--- src/rtl/assert_macros.svh ---
// ---------------------------------------------------------------------------
// Assertion macros shared by the RTL.
// All macros sample on clock and are disabled while reset is high.
// ---------------------------------------------------------------------------
`ifndef ASSERT_MACROS_SVH
`define ASSERT_MACROS_SVH

// prop holds in every cycle
`define ASSERT_ALWAYS(lbl, prop, msg) \
   lbl: assert property (@(posedge clock) disable iff (reset) (prop)) else $error(msg);

// cond implies prop in the same cycle
`define ASSERT_IMPLIES(lbl, cond, prop, msg) \
   lbl: assert property (@(posedge clock) disable iff (reset) (cond) |-> (prop)) \
      else $error(msg);

// cond implies prop in the next cycle
`define ASSERT_NEXT(lbl, cond, prop, msg) \
   lbl: assert property (@(posedge clock) disable iff (reset) (cond) |=> (prop)) \
      else $error(msg);

`endif

--- src/rtl/kmp_pkg.sv ---
// ---------------------------------------------------------------------------
// kmp_pkg
// Constants and types shared by the string matcher, its cells and channels.
// ---------------------------------------------------------------------------
package kmp_pkg;

   localparam int MAX_PATTERN  = 256;
   localparam int POS_BITS     = 16;

   localparam int GROUP_CELLS  = 16;
   localparam int N_GROUPS     = (MAX_PATTERN + GROUP_CELLS - 1) / GROUP_CELLS;
   localparam int N_CELLS      = N_GROUPS * GROUP_CELLS;
   localparam int CNT_BITS     = $clog2(N_CELLS + 1);
   localparam int LEN_BITS     = $clog2(MAX_PATTERN + 1);
   localparam int OFF_BITS     = $clog2(GROUP_CELLS);
   localparam int GRP_BITS     = (N_GROUPS > 1) ? $clog2(N_GROUPS) : 1;

   localparam int BYTE_BITS    = 8;
   localparam int MLEN_BITS    = 9;
   localparam int START_BITS   = 16;
   localparam int STATUS_BITS  = 2;

   localparam logic [POS_BITS-1:0] POS_MAX = {POS_BITS{1'b1}};

   localparam logic REQ_PATTERN = 1'b0;
   localparam logic REQ_TEXT    = 1'b1;

   typedef enum logic [STATUS_BITS-1:0] {
      STAT_OK         = 2'd0,
      STAT_DROPPED    = 2'd1,
      STAT_NO_PATTERN = 2'd2,
      STAT_SATURATED  = 2'd3
   } status_type;

   typedef enum logic [1:0] {
      ST_IDLE,
      ST_SCAN,
      ST_PICK
   } state_type;

   // broadcast to every cell of the row
   typedef struct packed {
      logic                 load_en;
      logic                 text_en;
      logic                 restart;
      logic [BYTE_BITS-1:0] data;
      logic [CNT_BITS-1:0]  length;
   } cell_ctrl_type;

   // registered summary of one group of cells
   typedef struct packed {
      logic                any_cand;
      logic                any_hit;
      logic [OFF_BITS-1:0] top_off;
   } group_sum_type;

endpackage

--- src/rtl/kmp_if.sv ---
// ---------------------------------------------------------------------------
// kmp channel interfaces
// Valid/ready channels for request and response transactions.
// ---------------------------------------------------------------------------
interface kmp_req_if;
   import kmp_pkg::*;

   logic                 valid;
   logic                 ready;
   logic                 req_type;
   logic [BYTE_BITS-1:0] byte_value;
   logic                 item_first;

   modport source (output valid, output req_type, output byte_value, output item_first,
                   input ready);
   modport sink   (input valid, input req_type, input byte_value, input item_first,
                   output ready);
endinterface

interface kmp_rsp_if;
   import kmp_pkg::*;

   logic                   valid;
   logic                   ready;
   logic                   match_found;
   logic [START_BITS-1:0]  match_start;
   logic [MLEN_BITS-1:0]   matched_length;
   logic [STATUS_BITS-1:0] status;

   modport source (output valid, output match_found, output match_start,
                   output matched_length, output status, input ready);
   modport sink   (input valid, input match_found, input match_start,
                   input matched_length, input status, output ready);
endinterface

--- src/rtl/kmp_cell.sv ---
// ---------------------------------------------------------------------------
// kmp_cell
// One pattern position: holds its byte and a flag saying that the pattern
// prefix ending here matches the text seen so far.
// ---------------------------------------------------------------------------
module kmp_cell import kmp_pkg::*; (
   input  logic                clock,
   input  logic                reset,
   input  cell_ctrl_type       ctrl,
   input  logic [CNT_BITS-1:0] cell_index,
   input  logic                left_flag,
   output logic                flag,
   output logic                cand,
   output logic                hit
);

   logic [BYTE_BITS-1:0] pat_ff, pat_in;
   logic                 flag_ff, flag_in;
   logic                 active, last, chain_in;

   assign active = cell_index < ctrl.length;
   assign last   = (cell_index + CNT_BITS'(1)) == ctrl.length;

   // first cell always starts a prefix; others extend the neighbour's
   assign chain_in = (cell_index == '0) ? 1'b1 : (left_flag & ~ctrl.restart);

   always_comb begin
      pat_in  = pat_ff;
      flag_in = flag_ff;
      if (ctrl.load_en) begin
         flag_in = 1'b0;
         if (cell_index == ctrl.length) begin
            pat_in = ctrl.data;
         end
      end else if (ctrl.text_en) begin
         flag_in = chain_in & active & (pat_ff == ctrl.data);
      end
   end

   always_ff @(posedge clock) begin
      if (reset) begin
         flag_ff <= 1'b0;
      end else begin
         flag_ff <= flag_in;
      end
   end

   always_ff @(posedge clock) begin
      pat_ff <= pat_in;
   end

   assign flag = flag_ff;
   assign cand = flag_ff & ~last;
   assign hit  = flag_ff & last;

endmodule

--- src/rtl/kmp_group_scan.sv ---
// ---------------------------------------------------------------------------
// kmp_group_scan
// Registered leading-flag search over one group of cells.
// ---------------------------------------------------------------------------
module kmp_group_scan import kmp_pkg::*; (
   input  logic                   clock,
   input  logic                   load,
   input  logic [GROUP_CELLS-1:0] cand,
   input  logic [GROUP_CELLS-1:0] hit,
   output group_sum_type          sum
);

   group_sum_type sum_ff, sum_in;

   always_comb begin
      sum_in.any_cand = |cand;
      sum_in.any_hit  = |hit;
      sum_in.top_off  = '0;
      for (int i = 0; i < GROUP_CELLS; i++) begin
         if (cand[i]) begin
            sum_in.top_off = OFF_BITS'(i);
         end
      end
   end

   always_ff @(posedge clock) begin
      if (load) begin
         sum_ff <= sum_in;
      end
   end

   assign sum = sum_ff;

endmodule

--- src/rtl/kmp_string_matcher.sv ---
// ---------------------------------------------------------------------------
// kmp_string_matcher
// Streaming pattern matcher: pattern bytes load, text bytes are searched.
// ---------------------------------------------------------------------------
// Each request transaction gives exactly one response transaction. A pattern
// byte (req_type 0) is written into a row of MAX_PATTERN cells, one byte per
// cell; item_first restarts the pattern. A text byte (req_type 1) is compared
// in every cell at once and each cell keeps a flag meaning "the pattern prefix
// ending here is a suffix of the text"; the flags ripple one cell per text
// byte, so no failure table is needed. The longest flagged prefix shorter than
// the pattern is the KMP matched length; a flag in the last pattern cell is a
// full match, reported with its start index. Each transaction passes the steps
// accept (cells update), group scan (16-cell leading-flag search, registered)
// and pick (search across groups into the response register). The search over
// the cell row is done in two levels. A new request is taken while an earlier
// response still waits; the pick step holds until the
// response register is free. Stores power up undefined and need no clearing
// pass, so the block accepts requests straight after reset.
// ---------------------------------------------------------------------------
`include "assert_macros.svh"

module kmp_string_matcher import kmp_pkg::*; (
   input  logic       clock,
   input  logic       reset,
   kmp_req_if.sink    req_if,
   kmp_rsp_if.source  rsp_if
);

   // control
   state_type state_ff, state_in;
   logic      req_fire, is_load, is_text;
   logic      scan_load, pick_load;

   // architectural state
   logic [LEN_BITS-1:0] pat_len_ff, pat_len_in;
   logic [POS_BITS-1:0] pos_ff, pos_in;

   // per-transaction data carried to the pick step
   logic                  item_text_ff;
   status_type            item_status_ff, item_status_in;
   logic [START_BITS-1:0] item_start_ff, item_start_in;
   logic [LEN_BITS-1:0]   item_len_ff;

   // response register
   logic                  rsp_valid_ff;
   logic                  rsp_found_ff;
   logic [START_BITS-1:0] rsp_start_ff;
   logic [MLEN_BITS-1:0]  rsp_len_ff;
   status_type            rsp_status_ff;
   logic                  rsp_text_ff;

   // accept-side datapath
   logic [LEN_BITS-1:0] write_idx;
   logic                pat_full;
   logic [POS_BITS-1:0] text_idx;
   logic [POS_BITS-1:0] start_pos;

   // cell row
   cell_ctrl_type       cell_ctrl;
   logic [N_CELLS-1:0]  flag_vec, left_vec, cand_vec, hit_vec;
   group_sum_type       grp_sum [N_GROUPS];

   // pick-side search
   logic                any_cand, found;
   logic [GRP_BITS-1:0] best_grp;
   logic [OFF_BITS-1:0] best_off;
   logic [CNT_BITS-1:0] progress;

   // ---------------------------------------------------------------------
   // Sequencer: accept -> scan -> pick
   // ---------------------------------------------------------------------
   always_comb begin
      state_in = state_ff;
      unique case (state_ff)
         ST_IDLE: if (req_fire) state_in = ST_SCAN;
         ST_SCAN: state_in = ST_PICK;
         ST_PICK: if (!rsp_valid_ff || rsp_if.ready) state_in = ST_IDLE;
         default: state_in = ST_IDLE;
      endcase
   end

   always_comb begin
      req_if.ready = 1'b0;
      scan_load    = 1'b0;
      pick_load    = 1'b0;
      unique case (state_ff)
         ST_IDLE: req_if.ready = 1'b1;
         ST_SCAN: scan_load    = 1'b1;
         ST_PICK: pick_load    = !rsp_valid_ff || rsp_if.ready;
         default: ;
      endcase
   end

   always_ff @(posedge clock) begin
      if (reset) begin
         state_ff <= ST_IDLE;
      end else begin
         state_ff <= state_in;
      end
   end

   assign req_fire = req_if.valid & req_if.ready;
   assign is_load  = req_fire & (req_if.req_type == REQ_PATTERN);
   assign is_text  = req_fire & (req_if.req_type == REQ_TEXT);

   // ---------------------------------------------------------------------
   // Pattern length and text position
   // ---------------------------------------------------------------------
   // item_first on a pattern byte restarts the pattern at index zero
   assign write_idx = req_if.item_first ? '0 : pat_len_ff;
   assign pat_full  = write_idx == LEN_BITS'(MAX_PATTERN);

   // item_first on a text byte restarts the position count
   assign text_idx  = req_if.item_first ? '0 : pos_ff;
   // where a match ending at this byte would begin, modulo the counter width
   assign start_pos = text_idx - POS_BITS'(pat_len_ff) + POS_BITS'(1);

   always_comb begin
      pat_len_in     = pat_len_ff;
      pos_in         = pos_ff;
      item_status_in = STAT_OK;
      item_start_in  = START_BITS'(start_pos);
      if (is_load) begin
         if (pat_full) begin
            item_status_in = STAT_DROPPED;
         end else begin
            pat_len_in = write_idx + LEN_BITS'(1);
         end
      end else if (is_text) begin
         // position saturates at its top value
         pos_in = (text_idx == POS_MAX) ? text_idx : text_idx + POS_BITS'(1);
         if (pat_len_ff == '0) begin
            item_status_in = STAT_NO_PATTERN;
         end else if (text_idx == POS_MAX) begin
            item_status_in = STAT_SATURATED;
         end
      end
   end

   always_ff @(posedge clock) begin
      if (reset) begin
         pat_len_ff <= '0;
         pos_ff     <= '0;
      end else begin
         pat_len_ff <= pat_len_in;
         pos_ff     <= pos_in;
      end
   end

   always_ff @(posedge clock) begin
      if (req_fire) begin
         item_text_ff   <= is_text;
         item_status_ff <= item_status_in;
         item_start_ff  <= item_start_in;
         item_len_ff    <= pat_len_in;
      end
   end

   // ---------------------------------------------------------------------
   // Cell row. During a load the length lane carries the write index;
   // otherwise it carries the pattern length so cells know their range.
   // ---------------------------------------------------------------------
   always_comb begin
      cell_ctrl.load_en = is_load;
      cell_ctrl.text_en = is_text;
      cell_ctrl.restart = req_if.item_first;
      cell_ctrl.data    = req_if.byte_value;
      cell_ctrl.length  = is_load ? CNT_BITS'(write_idx) : CNT_BITS'(pat_len_ff);
   end

   // each cell extends the prefix flag of its left neighbour
   assign left_vec = {flag_vec[N_CELLS-2:0], 1'b0};

   for (genvar c = 0; c < N_CELLS; c++) begin : g_cell
      kmp_cell u_cell (
         .clock      (clock),
         .reset      (reset),
         .ctrl       (cell_ctrl),
         .cell_index (CNT_BITS'(c)),
         .left_flag  (left_vec[c]),
         .flag       (flag_vec[c]),
         .cand       (cand_vec[c]),
         .hit        (hit_vec[c])
      );
   end

   for (genvar g = 0; g < N_GROUPS; g++) begin : g_group
      kmp_group_scan u_group (
         .clock (clock),
         .load  (scan_load),
         .cand  (cand_vec[g*GROUP_CELLS +: GROUP_CELLS]),
         .hit   (hit_vec[g*GROUP_CELLS +: GROUP_CELLS]),
         .sum   (grp_sum[g])
      );
   end

   // ---------------------------------------------------------------------
   // Pick: highest group holding a proper-prefix flag, plus any full match
   // ---------------------------------------------------------------------
   always_comb begin
      any_cand = 1'b0;
      found    = 1'b0;
      best_grp = '0;
      best_off = '0;
      for (int g = 0; g < N_GROUPS; g++) begin
         found = found | grp_sum[g].any_hit;
         if (grp_sum[g].any_cand) begin
            any_cand = 1'b1;
            best_grp = GRP_BITS'(g);
            best_off = grp_sum[g].top_off;
         end
      end
      progress = any_cand ? CNT_BITS'({best_grp, best_off}) + CNT_BITS'(1) : '0;
   end

   // ---------------------------------------------------------------------
   // Response register
   // ---------------------------------------------------------------------
   always_ff @(posedge clock) begin
      if (reset) begin
         rsp_valid_ff <= 1'b0;
      end else if (pick_load) begin
         rsp_valid_ff <= 1'b1;
      end else if (rsp_if.ready) begin
         rsp_valid_ff <= 1'b0;
      end
   end

   always_ff @(posedge clock) begin
      if (pick_load) begin
         rsp_text_ff   <= item_text_ff;
         rsp_status_ff <= item_status_ff;
         if (item_text_ff) begin
            rsp_found_ff <= found;
            rsp_start_ff <= found ? item_start_ff : '0;
            rsp_len_ff   <= MLEN_BITS'(progress);
         end else begin
            rsp_found_ff <= 1'b0;
            rsp_start_ff <= '0;
            rsp_len_ff   <= MLEN_BITS'(item_len_ff);
         end
      end
   end

   assign rsp_if.valid          = rsp_valid_ff;
   assign rsp_if.match_found    = rsp_found_ff;
   assign rsp_if.match_start    = rsp_start_ff;
   assign rsp_if.matched_length = rsp_len_ff;
   assign rsp_if.status         = rsp_status_ff;

   // ---------------------------------------------------------------------
   // Assertions
   // ---------------------------------------------------------------------
   `ASSERT_ALWAYS(a_single_hit, $onehot0(hit_vec), "more than one cell reports a full match")
   `ASSERT_NEXT(a_accept_scan, req_fire, state_ff == ST_SCAN, "accept not followed by scan")
   `ASSERT_NEXT(a_load_clears, is_load, flag_vec == '0, "pattern load left prefix flags set")
   `ASSERT_IMPLIES(a_found_text, rsp_valid_ff && rsp_found_ff,
      rsp_text_ff && (rsp_status_ff != STAT_NO_PATTERN), "match reported without pattern text")

endmodule

--- src/flat_wrapper.sv ---
// flat-port wrapper written by rule: the top's interface ports become plain ports
module kmp_string_matcher_flat import kmp_pkg::*;
  (clock, reset, req_if_valid, req_if_req_type, req_if_byte_value, req_if_item_first, req_if_ready, rsp_if_valid, rsp_if_match_found, rsp_if_match_start, rsp_if_matched_length, rsp_if_status, rsp_if_ready);
  kmp_req_if req_if_i ();
  kmp_rsp_if rsp_if_i ();
  input  logic clock;
  input  logic reset;
  input wire logic [$bits(req_if_i.valid)-1:0] req_if_valid;
  input wire logic [$bits(req_if_i.req_type)-1:0] req_if_req_type;
  input wire logic [$bits(req_if_i.byte_value)-1:0] req_if_byte_value;
  input wire logic [$bits(req_if_i.item_first)-1:0] req_if_item_first;
  output wire logic [$bits(req_if_i.ready)-1:0] req_if_ready;
  output wire logic [$bits(rsp_if_i.valid)-1:0] rsp_if_valid;
  output wire logic [$bits(rsp_if_i.match_found)-1:0] rsp_if_match_found;
  output wire logic [$bits(rsp_if_i.match_start)-1:0] rsp_if_match_start;
  output wire logic [$bits(rsp_if_i.matched_length)-1:0] rsp_if_matched_length;
  output wire logic [$bits(rsp_if_i.status)-1:0] rsp_if_status;
  input wire logic [$bits(rsp_if_i.ready)-1:0] rsp_if_ready;
  assign req_if_i.valid = req_if_valid;
  assign req_if_i.req_type = req_if_req_type;
  assign req_if_i.byte_value = req_if_byte_value;
  assign req_if_i.item_first = req_if_item_first;
  assign req_if_ready = req_if_i.ready;
  assign rsp_if_valid = rsp_if_i.valid;
  assign rsp_if_match_found = rsp_if_i.match_found;
  assign rsp_if_match_start = rsp_if_i.match_start;
  assign rsp_if_matched_length = rsp_if_i.matched_length;
  assign rsp_if_status = rsp_if_i.status;
  assign rsp_if_i.ready = rsp_if_ready;
  kmp_string_matcher u_core (.clock(clock), .reset(reset), .req_if(req_if_i), .rsp_if(rsp_if_i));
endmodule
--- config.mk ---
export PLATFORM = sky130hd
export DESIGN_NAME = kmp_string_matcher_flat
export DESIGN_NICKNAME = d
export VERILOG_FILES = /design/src/rtl/kmp_pkg.sv /design/src/rtl/kmp_if.sv /design/src/rtl/kmp_cell.sv /design/src/rtl/kmp_group_scan.sv /design/src/rtl/kmp_string_matcher.sv /design/src/flat_wrapper.sv
export VERILOG_INCLUDE_DIRS = /design/src /design/src/rtl
export SDC_FILE = /design/constraint.sdc
export NUM_CORES = 2
export LEC_CHECK = 0
export ABC_AREA = 1
export BUFFER_PORTS_ARGS = -buffer_cell sky130_fd_sc_hd__buf_2
export CORE_MARGIN = 2
export CORE_UTILIZATION = 30
export CTS_CLUSTER_SIZE = 28
export DETAILED_ROUTE_END_ITERATION = 7
export SETUP_SLACK_MARGIN = 0.05
export SYNTH_ARGS = -nofsm -noshare
export SYNTH_HDL_FRONTEND = slang
export SYNTH_SLANG_ARGS = --single-unit
--- constraint.sdc ---
create_clock -name clock -period 7.03 [get_ports clock]
set_input_delay 0.3515 -clock clock [delete_from_list [all_inputs] [get_ports clock]]
set_output_delay 0.3515 -clock clock [all_outputs]
set_load 0.1 [all_outputs]
==> results.md <==
* Share of layout cells above drive strength 1 at 0.0873
* Remaining global-route overflow at 0
* M2 GR Usage at 0.327
* All-Layer GR Usage at 0.222
* Post-synth top flop: edfxtp_1
* Multi-input logic area at 37300 um^2
* Via count at 87.5k
* Synth warn at 0
* Core area at 376000 um^2
* Wire length of the first global-routing pass at 614000 um
* CP Launch Point: u_core.state_ff[1]
* Most frequent cells in the layout: 2200 x edfxtp_1, 1577 x nand2_1, 749 x nor2_1
* DP HPWL at 286000 um
* Critical Path AT at 6.02 ns
* CTS H-tree lvls at 5
* Slowest stage cell, crit path: nor2_1
* Mean Syn Cell Area at 11.1 um^2
* Vias per cell at 5.64
* CTS Buf Count at 276
* Chip Width at 619 um
* P_leak at 41.6 nW
* Data required time of the worst path at 7.55 ns
* WL/cell at 28.4 um
* IO Pins at 44
* Fin. max-slew vios at 0
* Clk_skew at 0.0761 ns
* PwrDens at 254 nW/um^2
* Largest net degree at the start of global routing at 127
* Tightest Hold Check Type: in -> reg
* Crit Path Max Fanout at 28
* Area Overhead vs Synth at 14.4%
* Clk slew on worst S/H paths at 0.06 ns
* Crit path kind: reg -> reg
* 1st-pass router iterations at 8
* RSZ-0062 raised after global routing: false
* CTS tree: yes
* Clock Path Buffers at 4
* Period utilization at 0.783
* Worst path most repeated cell: nand2_1
* TNS Setup at 0 ns
* Port bufs at 43
* Placed instance count at 15.0k
* CP peak stage delay at 1.01 ns
* Cell Chain, Critical Path: nor2_4 > nand4_4 > nand2_4 > nand2_1 > nor3_4 > nand2_1 > nor2_1
* GR Util met3 at 0.0550
* Register bit count reported by yosys at 2484
* Final Non-Filler Cells at 15.5k
* Routing usage on met1 at 0.301
* Die area at 383000 um^2
* Residual DRC at 13
* Vias in the first global route at 79.5k
* Syn_nets at 10.3k
* Fin crit period at 5.50 ns
* Crit end category: flop
* Initial antenna violation count at 31
* R2r setup slk at 1.53 ns
* Crit path to: u_core.g_cell[68].u_cell.pat_ff[5]
* CP Launch Type: flop
* Sequential-to-total area share from yosys stat at 0.632
* Starting Density at 0.302
* DR iter-0 viols at 13.4k
* Status: complete, but fails checks
* Max Cap Viol at 1
* Final setup violation count at 0
* Standard-cell rows at 225
* Cells on worst reg2reg path at 7
* Worst slew margin at 0.0226
* Commonest non-fill, non-tap cell in the layout: edfxtp_1
* Syn Inst Count at 10.2k
* Clk sinks at 2484
* Failing checks: DRC, capacitance limit
* Yosys cell types at 66
* Count of final hold-check violations at 0
* Capturing point of the worst reg2reg path: u_core.g_cell[68].u_cell.pat_ff[5]
* Max VDD drop at 0.174 mV
* Post-synth EDFFs at 2200
* GR peak layer: met2
* Layout fillers at 37.0k
* DRT antenna net count at 0
* Max Freq at 0.182 GHz
* CTS Root Cell: clkbuf_16
* Global placement routability congestion at 1.05
* Total wire length at 440000 um
* Least-Margin Pin Slew at 1.43 ns
* Cell Area, Synth at 113000 um^2
* Die height at 619 um
* Skew-Pair Late Insertion Delay at 0.93 ns
* Flip-flop and latch area at 71700 um^2
* # nets final at 10.3k
* Reg-to-Reg Start: u_core.state_ff[1]
* Ys async rst share at 0
## Yosys cell counts, drive strengths merged, types with 19 or more instances
library cell     n  share of area
inv            631          0.021
nand2         1591          0.053
or2             57         0.0031
a21oi          425          0.019
buf            212         0.0078
o2111ai         96         0.0074
xnor2          347          0.027
dfxtp          284          0.050
nor4           206          0.011
nor2           790          0.027
nand3          396          0.018
clkbuf         379          0.013
nand4          246          0.014
o31ai           19         0.0013
o22ai          307          0.017
edfxtp        2200           0.58
o21ai          520          0.023
a221oi         177          0.014
a211oi         174          0.012
nor3           276          0.012
ha              33         0.0036
a2111oi        131          0.010
o211ai          57         0.0038
xor2           525          0.041
a31oi           28         0.0015
## layer usage
layer	wire length, um	vias up
li1	-	37600
met4	27100	10
met2	185000	5631
met3	53300	1126
met5	62	-
met1	174000	43200
## worst min-delay path by stage
stage                                  start                                   to  cells after the start
2_1_floorplan       u_core.item_status_ff[0]              u_core.rsp_if.status[0]                      0
3_3_place_gp               u_core.pos_ff[12]                    u_core.pos_ff[12]                      2
5_1_grt                 req_if_byte_value[2]  u_core.g_cell[243].u_cell.pat_ff[2]                      1
4_1_cts                 req_if_byte_value[2]  u_core.g_cell[243].u_cell.pat_ff[2]                      1
3_5_place_dp   u_core.g_cell[50].u_cell.flag        u_core.g_cell[50].u_cell.flag                      2
6_report                req_if_byte_value[2]  u_core.g_cell[243].u_cell.pat_ff[2]                      1
## report_power, final
part           internal (mW)  switching, mW  leakage [nW]
Clock                   8.47           6.21          4.42
Combinational          0.466           1.57          15.0
Sequential              16.1         0.0807          22.2
Total                   25.1           7.86          41.6
## cell families (layout without fill, tap and decap cells)
| logic type | Yosys count | after routing | synth area share |
|---|---|---|---|
| other | 0 | 20 | 0 |
| AO/OA/AOI/OAI | 2024 | 2024 | 0.115 |
| buffers and inverters | 1230 | 1478 | 0.0414 |
| adder cells (fa/ha/maj) | 34 | 34 | 0.00381 |
| AND/OR/NAND/NOR | 3597 | 3597 | 0.140 |
| XOR/XNOR | 872 | 872 | 0.0673 |
| flip-flops | 2484 | 2484 | 0.632 |
## critical path, delay by kind of cell, from the launching register on
| family | cells | cell delay, ns |
|---|---|---|
| flip-flops | 1 | 0.36 |
| AND/OR/NAND/NOR | 7 | 4.63 |
## flip-flops by register name, summed over array words and instances, names as in the netlist, 16 cells and up
signal                       count
u_core.g_cell.u_cell.pat_ff   2048
u_core.g_cell.u_cell.flag      256
u_core.g_group.u_group.sum      96
u_core.item_start_ff            16
u_core.pos_ff                   16
u_core.rsp_if.match_start       16
## what timing repair did
action,CTS,global route
hold buffers,11,0
resized for setup,0,0
setup buffers,0,0
hold endpoints to repair,122,0
## metrics by stage
step           cell area (um^2)  setup WS (ns)  utilization  power (mW)  hold WS [ns]
5_1_grt                  130000           1.66        0.345        33.7       0.00630
2_1_floorplan            113000           1.98            -        17.5         0.400
6_report                 130000           1.53        0.345        32.9        0.0231
3_5_place_dp             121000           1.83        0.321        18.5         0.469
3_3_place_gp             121000           1.96        0.321        18.5         0.469
4_1_cts                  130000           2.01        0.345        33.0        0.0206
## cell type report
cell class / count / area share
Inverter: 639 / 0.0190
Timing Repair Buffer: 337 / 0.0233
Clock buffer: 358 / 0.0578
Clock inverter: 144 / 0.0119
Antenna cell: 20 / 0.000385
Sequential cell: 2484 / 0.552
Multi-Input combinational cell: 6527 / 0.287
Tap cell: 4994 / 0.0481
Power figures use the tool's default switching activity.
